`src/pbc_pkg.sv`:
```
// Shared constants, types and command codes for the disc frame engine.
// No dependencies; every other file imports this package.
package pbc_pkg;

  localparam int DISC_COUNT = 64;
  localparam int SLOT_W     = 6;
  localparam int CFG_IDX_W  = 3;
  localparam int CFG_DATA_W = 16;

  localparam logic CMD_LOAD = 1'b0;
  localparam logic CMD_STEP = 1'b1;

  typedef enum logic [CFG_IDX_W-1:0] {
    REG_ARENA_W = 3'd0,
    REG_ARENA_H = 3'd1,
    REG_GRAVITY = 3'd2,
    REG_DAMPING = 3'd3,
    REG_SETTLE  = 3'd4
  } cfg_reg_t;

  typedef struct packed {
    logic signed [19:0] x;
    logic signed [19:0] y;
    logic        [13:0] r;
    logic signed [15:0] vx;
    logic signed [15:0] vy;
  } disc_t;

  typedef enum logic [4:0] {
    OP_NONE, OP_CAP_A, OP_CAP_B, OP_CAP_OUT, OP_MOVE, OP_WALL,
    OP_DAMP_AVX, OP_DAMP_AVY, OP_DAMP_BVX, OP_DAMP_BVY,
    OP_DIFF, OP_D2A, OP_D2B, OP_RR,
    OP_SQ_INIT, OP_SQ_STEP,
    OP_DV_INIT_X, OP_DV_INIT_Y, OP_DV_STEP, OP_DV_END_X, OP_DV_END_Y,
    OP_OV, OP_SX, OP_SY, OP_SEP, OP_DVEL, OP_DN_A, OP_DN_B, OP_AX, OP_AY, OP_VUPD
  } dp_op_t;

  typedef enum logic [3:0] {
    M_DAMP_AVX, M_DAMP_AVY, M_DAMP_BVX, M_DAMP_BVY,
    M_DXDX, M_DYDY, M_RR, M_NXOV, M_NYOV, M_DVXNX, M_DVYNY, M_DNNX, M_DNNY
  } mul_sel_t;

  typedef enum logic [1:0] {
    WR_IN, WR_A, WR_B
  } wr_src_t;

  typedef struct packed {
    dp_op_t             op;
    mul_sel_t           msel;
    logic [SLOT_W-1:0]  rd_addr;
    logic               wr_en;
    wr_src_t            wr_src;
    logic [SLOT_W-1:0]  wr_addr;
  } dp_cmd_t;

  typedef struct packed {
    logic hit;
    logic skip;
    logic dn_neg;
    logic sq_done;
    logic dv_done;
  } dp_stat_t;

endpackage

```
`src/pbc_ctrl.sv`:
```
// Controller: sequences loads, the per-disc move, the pair sweep and the
// result emission by issuing datapath commands. Depends on pbc_pkg.
module pbc_ctrl import pbc_pkg::*; (
  input  logic              clk,
  input  logic              rst_n,
  input  logic              in_valid,
  input  logic              in_command,
  input  logic [SLOT_W-1:0] in_slot,
  output logic              in_ready,
  input  logic              out_ready,
  output logic              out_valid,
  output logic [SLOT_W-1:0] out_slot,
  output logic              out_last,
  input  dp_stat_t          stat,
  output dp_cmd_t           cmd
);

  localparam logic [SLOT_W-1:0] LAST_SLOT = SLOT_W'(DISC_COUNT - 1);
  localparam logic [SLOT_W-1:0] PEN_SLOT  = SLOT_W'(DISC_COUNT - 2);

  typedef enum logic [5:0] {
    S_IDLE,
    S_MV_RD, S_MV_CAP, S_MV_MOVE, S_MV_WALL, S_MV_HIT, S_MV_DX, S_MV_DY, S_MV_WR,
    S_PR_RDI, S_PR_RDJ, S_PR_CAPJ, S_PR_DIFF, S_PR_M1, S_PR_M2, S_PR_M3, S_PR_M4,
    S_PR_CHK, S_PR_SQ, S_PR_DXI, S_PR_DXS, S_PR_DYI, S_PR_DYS, S_PR_OV,
    S_PR_S1, S_PR_S2, S_PR_S3, S_PR_SEP,
    S_PR_V0, S_PR_V1, S_PR_V2, S_PR_V3, S_PR_V4, S_PR_V5, S_PR_V6, S_PR_V7,
    S_PR_V8, S_PR_V9, S_PR_V10, S_PR_V11, S_PR_V12,
    S_PR_WRA, S_PR_WRB, S_PR_NEXT,
    S_EM_RD, S_EM_CAP, S_EM_WAIT
  } state_t;

  state_t            state_r, state_nxt;
  logic [SLOT_W-1:0] i_r, i_nxt, j_r, j_nxt;
  logic              out_valid_r, out_valid_nxt;
  logic [SLOT_W-1:0] out_slot_r, out_slot_nxt;
  logic              out_last_r, out_last_nxt;

  always_comb begin
    state_nxt     = state_r;
    i_nxt         = i_r;
    j_nxt         = j_r;
    out_valid_nxt = out_valid_r;
    out_slot_nxt  = out_slot_r;
    out_last_nxt  = out_last_r;
    in_ready      = 1'b0;
    cmd.op        = OP_NONE;
    cmd.msel      = M_DXDX;
    cmd.rd_addr   = i_r;
    cmd.wr_en     = 1'b0;
    cmd.wr_src    = WR_A;
    cmd.wr_addr   = i_r;
    case (state_r)
      S_IDLE: begin
        in_ready = 1'b1;
        if (in_valid) begin
          if (in_command == CMD_STEP) begin
            i_nxt     = '0;
            state_nxt = S_MV_RD;
          end else if ({1'b0, in_slot} < (SLOT_W + 1)'(DISC_COUNT)) begin
            cmd.wr_en   = 1'b1;
            cmd.wr_src  = WR_IN;
            cmd.wr_addr = in_slot;
          end
        end
      end
      S_MV_RD:   state_nxt = S_MV_CAP;
      S_MV_CAP:  begin cmd.op = OP_CAP_A; state_nxt = S_MV_MOVE; end
      S_MV_MOVE: begin cmd.op = OP_MOVE;  state_nxt = S_MV_WALL; end
      S_MV_WALL: begin cmd.op = OP_WALL;  state_nxt = S_MV_HIT;  end
      S_MV_HIT: begin
        cmd.msel  = M_DAMP_AVX;
        state_nxt = stat.hit ? S_MV_DX : S_MV_WR;
      end
      S_MV_DX: begin
        cmd.op = OP_DAMP_AVX; cmd.msel = M_DAMP_AVY; state_nxt = S_MV_DY;
      end
      S_MV_DY: begin cmd.op = OP_DAMP_AVY; state_nxt = S_MV_WR; end
      S_MV_WR: begin
        cmd.wr_en = 1'b1;
        if (i_r == LAST_SLOT) begin
          i_nxt     = '0;
          j_nxt     = SLOT_W'(1);
          state_nxt = S_PR_RDI;
        end else begin
          i_nxt     = i_r + SLOT_W'(1);
          state_nxt = S_MV_RD;
        end
      end
      S_PR_RDI: state_nxt = S_PR_RDJ;
      S_PR_RDJ: begin cmd.rd_addr = j_r; cmd.op = OP_CAP_A; state_nxt = S_PR_CAPJ; end
      S_PR_CAPJ: begin cmd.op = OP_CAP_B; state_nxt = S_PR_DIFF; end
      S_PR_DIFF: begin cmd.op = OP_DIFF;  state_nxt = S_PR_M1; end
      S_PR_M1: begin cmd.msel = M_DXDX; state_nxt = S_PR_M2; end
      S_PR_M2: begin cmd.op = OP_D2A; cmd.msel = M_DYDY; state_nxt = S_PR_M3; end
      S_PR_M3: begin cmd.op = OP_D2B; cmd.msel = M_RR;   state_nxt = S_PR_M4; end
      S_PR_M4: begin cmd.op = OP_RR; state_nxt = S_PR_CHK; end
      S_PR_CHK: begin
        if (stat.skip) begin
          state_nxt = S_PR_NEXT;
        end else begin
          cmd.op    = OP_SQ_INIT;
          state_nxt = S_PR_SQ;
        end
      end
      S_PR_SQ: begin
        if (stat.sq_done) state_nxt = S_PR_DXI;
        else cmd.op = OP_SQ_STEP;
      end
      S_PR_DXI: begin cmd.op = OP_DV_INIT_X; state_nxt = S_PR_DXS; end
      S_PR_DXS: begin
        if (stat.dv_done) begin
          cmd.op = OP_DV_END_X; state_nxt = S_PR_DYI;
        end else begin
          cmd.op = OP_DV_STEP;
        end
      end
      S_PR_DYI: begin cmd.op = OP_DV_INIT_Y; state_nxt = S_PR_DYS; end
      S_PR_DYS: begin
        if (stat.dv_done) begin
          cmd.op = OP_DV_END_Y; state_nxt = S_PR_OV;
        end else begin
          cmd.op = OP_DV_STEP;
        end
      end
      S_PR_OV:  begin cmd.op = OP_OV; state_nxt = S_PR_S1; end
      S_PR_S1:  begin cmd.msel = M_NXOV; state_nxt = S_PR_S2; end
      S_PR_S2:  begin cmd.op = OP_SX; cmd.msel = M_NYOV; state_nxt = S_PR_S3; end
      S_PR_S3:  begin cmd.op = OP_SY; state_nxt = S_PR_SEP; end
      S_PR_SEP: begin cmd.op = OP_SEP; state_nxt = S_PR_V0; end
      S_PR_V0:  begin cmd.op = OP_DVEL; state_nxt = S_PR_V1; end
      S_PR_V1:  begin cmd.msel = M_DVXNX; state_nxt = S_PR_V2; end
      S_PR_V2:  begin cmd.op = OP_DN_A; cmd.msel = M_DVYNY; state_nxt = S_PR_V3; end
      S_PR_V3:  begin cmd.op = OP_DN_B; state_nxt = S_PR_V4; end
      S_PR_V4: begin
        cmd.msel  = M_DNNX;
        state_nxt = stat.dn_neg ? S_PR_WRA : S_PR_V5;
      end
      S_PR_V5:  begin cmd.op = OP_AX; cmd.msel = M_DNNY; state_nxt = S_PR_V6; end
      S_PR_V6:  begin cmd.op = OP_AY; state_nxt = S_PR_V7; end
      S_PR_V7:  begin cmd.op = OP_VUPD; state_nxt = S_PR_V8; end
      S_PR_V8:  begin cmd.msel = M_DAMP_AVX; state_nxt = S_PR_V9; end
      S_PR_V9: begin
        cmd.op = OP_DAMP_AVX; cmd.msel = M_DAMP_AVY; state_nxt = S_PR_V10;
      end
      S_PR_V10: begin
        cmd.op = OP_DAMP_AVY; cmd.msel = M_DAMP_BVX; state_nxt = S_PR_V11;
      end
      S_PR_V11: begin
        cmd.op = OP_DAMP_BVX; cmd.msel = M_DAMP_BVY; state_nxt = S_PR_V12;
      end
      S_PR_V12: begin cmd.op = OP_DAMP_BVY; state_nxt = S_PR_WRA; end
      S_PR_WRA: begin cmd.wr_en = 1'b1; state_nxt = S_PR_WRB; end
      S_PR_WRB: begin
        cmd.wr_en = 1'b1; cmd.wr_src = WR_B; cmd.wr_addr = j_r; state_nxt = S_PR_NEXT;
      end
      S_PR_NEXT: begin
        state_nxt = S_PR_RDI;
        if (j_r == LAST_SLOT) begin
          if (i_r == PEN_SLOT) begin
            i_nxt     = '0;
            state_nxt = S_EM_RD;
          end else begin
            i_nxt = i_r + SLOT_W'(1);
            j_nxt = i_r + SLOT_W'(2);
          end
        end else begin
          j_nxt = j_r + SLOT_W'(1);
        end
      end
      S_EM_RD: state_nxt = S_EM_CAP;
      S_EM_CAP: begin
        cmd.op        = OP_CAP_OUT;
        out_valid_nxt = 1'b1;
        out_slot_nxt  = i_r;
        out_last_nxt  = (i_r == LAST_SLOT);
        state_nxt     = S_EM_WAIT;
      end
      S_EM_WAIT: begin
        if (out_ready) begin
          out_valid_nxt = 1'b0;
          if (out_last_r) begin
            state_nxt = S_IDLE;
          end else begin
            i_nxt     = i_r + SLOT_W'(1);
            state_nxt = S_EM_RD;
          end
        end
      end
      default: state_nxt = S_IDLE;
    endcase
  end

  always_ff @(posedge clk) begin
    if (!rst_n) begin
      state_r     <= S_IDLE;
      i_r         <= '0;
      j_r         <= '0;
      out_valid_r <= 1'b0;
      out_slot_r  <= '0;
      out_last_r  <= 1'b0;
    end else begin
      state_r     <= state_nxt;
      i_r         <= i_nxt;
      j_r         <= j_nxt;
      out_valid_r <= out_valid_nxt;
      out_slot_r  <= out_slot_nxt;
      out_last_r  <= out_last_nxt;
    end
  end

  assign out_valid = out_valid_r;
  assign out_slot  = out_slot_r;
  assign out_last  = out_last_r;

endmodule

```
`config.mk`:
```
export PLATFORM = sky130hd
export DESIGN_NAME = pbc_ctrl
export DESIGN_NICKNAME = d
export VERILOG_FILES = /design/src/pbc_pkg.sv /design/src/pbc_ctrl.sv
export SDC_FILE = /design/constraint.sdc
export NUM_CORES = 1
export LEC_CHECK = 0
export ABC_AREA = 1
export BUFFER_PORTS_ARGS = -buffer_cell sky130_fd_sc_hd__buf_4
export CORE_MARGIN = 4
export CORE_UTILIZATION = 30
export CTS_BUF_LIST = sky130_fd_sc_hd__clkbuf_8 sky130_fd_sc_hd__clkbuf_16
export DETAILED_ROUTE_END_ITERATION = 10
export PLACE_DENSITY_LB_ADDON = 0.12
export SETUP_SLACK_MARGIN = 0.4
export SKIP_CTS_REPAIR_TIMING = 1
export SLEW_MARGIN = 30
export SYNTH_ARGS = -nofsm -noshare
export SYNTH_HDL_FRONTEND = slang
export SYNTH_SLANG_ARGS = --single-unit
```
`constraint.sdc`:
```
create_clock -name clk -period 1.7 [get_ports clk]
set_input_delay 0.425 -clock clk [delete_from_list [all_inputs] [get_ports clk]]
set_output_delay 0.425 -clock clk [all_outputs]
set_load 0.01 [all_outputs]
```
# ---- Word level (Yosys, flattened, before mapping)
# Cells that the tools add are included.
dict set report op_classes {
  addsub 3
  n_eq_ne 59
  mux 40
  reduce_logical 13
}
# cell count
set op_table {}
lappend op_table {{$pmux 6 s47} 1}
lappend op_table {{$pmux 5 s29} 1}
lappend op_table {{$mux 6} 21}
lappend op_table {{$eq 6x6->1 const B} 18}
lappend op_table {{$eq 6x5->1 const B} 16}
lappend op_table {{$eq 6x4->1 const B} 8}
lappend op_table {{$pmux 4 s12} 1}
lappend op_table {{$eq 6x3->1 const B} 4}
lappend op_table {{$pmux 6 s4} 1}
lappend op_table {{$mux 4} 5}
lappend op_table {{$mux 9} 2}
lappend op_table {{$ne 2x2->1 const B} 9}
lappend op_table {{$pmux 8 s2} 1}
lappend op_table {{$add 6x1->6 const B} 2}
lappend op_table {{$eq 6x2->1 const B} 2}
lappend op_table {{$pmux 6 s2} 1}
lappend op_table {{$reduce_and 6->1} 2}
lappend op_table {{$reduce_or 2->1} 4}
lappend op_table {{$add 6x2->6 const B} 1}
lappend op_table {{$eq 6x1->1 const B} 1}
lappend op_table {{$logic_not 6->1} 1}
lappend op_table {{$pmux 1 s2} 2}
lappend op_table {{$reduce_bool 2->1} 2}
lappend op_table {{$reduce_bool 4->1} 1}
lappend op_table {{6 further kinds} 8}
dict set report totals {
  ff_bits 26
  output_inout_bits 33
  elab_cells 121
}

# ---- Logic depth before layout (Yosys ltp)
dict set report logic_depth {
  depth_word 4
  mapped_depth 12
  mapped_depth_nobuf 12
}

# ---- Least setup slack after synthesis
# OpenSTA, ideal clock, no wires.
dict set report synth_path {
  path_type {register -> output}
  start {register state_r[5]}
  end {output port cmd[0] in the netlist's numbering}
  arrival_ns 1.415
  t_required_ns 1.275
  path_slack_ns -0.140
  path_stages_with_launch 8
  path_cell_list {dfxtp_1 > inv_2 > nor2_4 > buf_2 > nand2_1 > buf_2 > nand2_1 > o221ai_1}
}
# element line_no
set synth_rtl {}
lappend synth_rtl {{start, declared} pbc_ctrl.sv:33} ;# state_t state_r, state_nxt;
lappend synth_rtl {{start signal, assigned} pbc_ctrl.sv:203} ;# state_r <= state_nxt;
lappend synth_rtl {{end, declared} pbc_ctrl.sv:15} ;# output dp_cmd_t cmd

==> impl_metrics.py <==
metrics = {
    "floorplan": {
        "placement_rows": 33,
        "start_util": 0.311,
        "num_io_pins": 49,
        "total_core_area_sq_um": 8260,
        "die_h_microns": 101,
        "die_footprint_sq_um": 10100,
        "die_width_microns": 101,
    },
    "setup_path": {
        "cp_arrival_ns": 1.82,
        "timing.critical_path.from_type": "flop",
        "cp.required_ns": 1.27,
        "type_of_element_capturing_the_critical_path": "output pin",
        "worst_path_most_repeated_cell": "sky130_fd_sc_hd__buf_6",
        "timing.critical_path.buf_inv": 4,
        "worstPathCellList": "buf_6 -> nor2_4 -> buf_12 -> buf_8 -> nand3_4 -> nand4_1 -> nor4_4 -> nand3_1 -> buf_6",
        "critical_path.max_fanout": 8,
        "critical_path_class": "reg2out",
        "cp_top_delay_family": "simple AND/OR/NAND/NOR gates",
        "crit_path_max_incr_delay_ns": 0.36,
        "cell_with_the_largest_stage_delay_on_the_worst_path": "sky130_fd_sc_hd__dfxtp_4",
    },
    "global_route": {
        "global_route.overflow_total": 0,
        "first_global_vias": 3402,
        "grtUsageTotal": 0.221,
        "grt_antenna_before_repair": 0,
        "grt_pass1_wl_mm": 17.7,
        "grt_start_max_net_pins": 17,
    },
    "synthesis": {
        "share_of_the_yosys_chip_area_belonging_to_registers": 0.203,
        "synthesized_instance_count": 457,
        "mappedNetlistNets": 477,
        "ys_ff_latch": 26,
        "synth-warning-count": 0,
        "post_synth_num_cell_types": 35,
        "mappedNetlistArea_sq_um": 2570,
        "postSynthAreaPerCell_sq_um": 5.62,
    },
    "drt": {
        "num_vias": 3796,
        "detail_route.drc_violations": 0,
        "remaining_antenna_violation_count_after_routing": 0,
        "detail_route.wl_per_cell_microns": 16.2,
        "detail_route.wirelength_mm": 11.9,
        "detail_route.vias_per_cell": 5.18,
        "drt_first_pass_iters": 5,
        "drtIter0Drc": 330,
    },
    "finish": {
        "final_nets": 649,
        "flow.area_growth_from_synthesis_pct": 86.1,
        "filler_cell_count": 833,
        "num_antenna_cells": 0,
        "post_route_cells_drive_above_1_share": 0.522,
        "finish.instance_area_sq_um": 4780,
    },
    "place": {
        "port-buffer-count": 48,
        "dpl_cell_area_sq_um": 4060,
        "place.gp.congestion": 1.04,
        "detailedPlacementHpwl_mm": 9.27,
    },
    "clock_tree": {
        "ctsHtreeMaxLevel": 1,
        "cts.sinks": 26,
        "clock_insertion_delay_worst_skew_ns": 0.28,
        "clock_root_buffer": "sky130_fd_sc_hd__clkbuf_8",
        "cts.clk_slew.worst_paths_ns": 0.10,
        "tritoncts_clock_tree": "done",
        "ctsLongestPathBuffers": 2,
        "cts_buffers": 3,
    },
    "sta": {
        "setup_viol": 43,
        "clock.fmax_ghz": 0.445,
        "report.final.slew_viol_count": 0,
        "worstMarginPinSlew_ns": 0.506,
        "rsz0062_at_grt": "true",
        "setup_ws_ns": -0.549,
        "hold_viol_final": 0,
        "fin_worst_skew_ns": 0.00428,
        "period_needed_ns": 2.25,
        "maxSlewHeadroom": 0.662,
        "final.period_utilization": 1.32,
    },
    "outcome": {
        "run_status": "complete, but fails checks",
        "failed_checks": "setup timing",
    },
    "worst_hold_path": {
        "hp-class": "in2reg",
    },
    "run": {
        "maxCapViolCount": 0,
    },
    "power_and_ir_drop": {
        "design_power_total_uw": 2000,
        "power.density_cell_area_nw_per_um2": 418,
        "worst_ir_drop_vdd_mv": 0.310,
        "leakage_uw": 0.00238,
    },
}
through the flow:
step	std cells	hold slack (ns)	worst slack [ns]	util	TNS, ns
finish	733	0.317	-0.549	0.579	-14.27
global route	733	0.312	-0.669	0.579	-18.00
CTS	711	0.312	-0.709	0.501	-15.75
detailed placement	707	0.504	-0.371	0.492	-7.16
global placement	707	0.502	-0.391	0.492	-6.73
floorplan	457	0.474	-0.0363	-	-0.216
layout by cell type (no fill, tap or decap), drive strengths merged, types with 3 or more instances in the layout:
cell    count
clkbuf      3
a211oi      3
a21oi      27
o221ai      6
nand3      41
o21ai      35
nor2       76
nand2     132
nor3        7
buf       175
o211ai      3
nand4      16
ha          4
dfxtp      26
inv        61
registers in the layout, summed over array words and instances (netlist names):
signal,count
out_last,1
j_r,6
state_r,6
i_r,6
out_valid,1
out_slot,6
final cells by class:
class	count	area (sq um)	area share
Clock buffer	3	41.3	0.00864
Sequential cell	26	551	0.115
Inverter	61	239	0.0500
Clock inverter	1	30.0	0.00628
Timing Repair Buffer	175	1460	0.306
Multi-Input combinational cell	362	2330	0.487
Tap cell	105	131	0.0275
cells by family (layout without fill, tap and decap cells):
| kind of cell | after synthesis | in the layout | synth area share |
|---|---|---|---|
| AOI/OAI and AO/OA | 78 | 78 | 0.174 |
| DFF | 26 | 26 | 0.203 |
| xor gates and xnor gates | 1 | 1 | 0.00341 |
| adders and majority gates | 4 | 4 | 0.0195 |
| and+or+nand+nor | 277 | 279 | 0.492 |
| buffers and inverters | 71 | 240 | 0.108 |
power breakdown:
group	switching (uW)	internal (uW)	total (uW)
Combinational	449	382	831
Sequential	14.9	611	626
Clock	225	316	541
Total	689	1310	2000
metal layers:
layer / share of wire / GRT usage
met3: 0.065 / 0.0408
met2: 0.45 / 0.324
met1: 0.47 / 0.336
met4: 0.015 / 0.0446
met5: 0 / 0
cell usage after synthesis (all sizes together):
cell type	n	area, sq um
a41oi	1	8.76
ha	4	50.1
clkbuf	2	7.51
dfxtp	26	521
a21oi	27	135
nor3b	1	7.51
a22oi	1	7.51
nor2	75	334
nand4	16	100
nand3	41	223
inv	61	229
or2	1	6.26
o211ai	3	22.5
and3	1	6.26
nor4	2	12.5
o21ai	35	186
xor2	1	8.76
buf	8	40.0
nor3	7	57.6
a31oi	2	12.5
a211oi	3	22.5
nand2	131	502
nand3b	2	15.0
o221ai	6	52.6
path summary, 6_finish.rpt:
kind / startpoint / to / slack (ns) / depth (start not counted)
max: state_r[5] / cmd[19] / -0.55 / 9
min: out_ready / out_valid / 0.32 / 2
max reg2reg: state_r[5] / i_r[5] / -0.25 / 13
min reg2reg: out_last / out_last / 0.53 / 2
No activity file was read; power rests on OpenSTA's default activity.
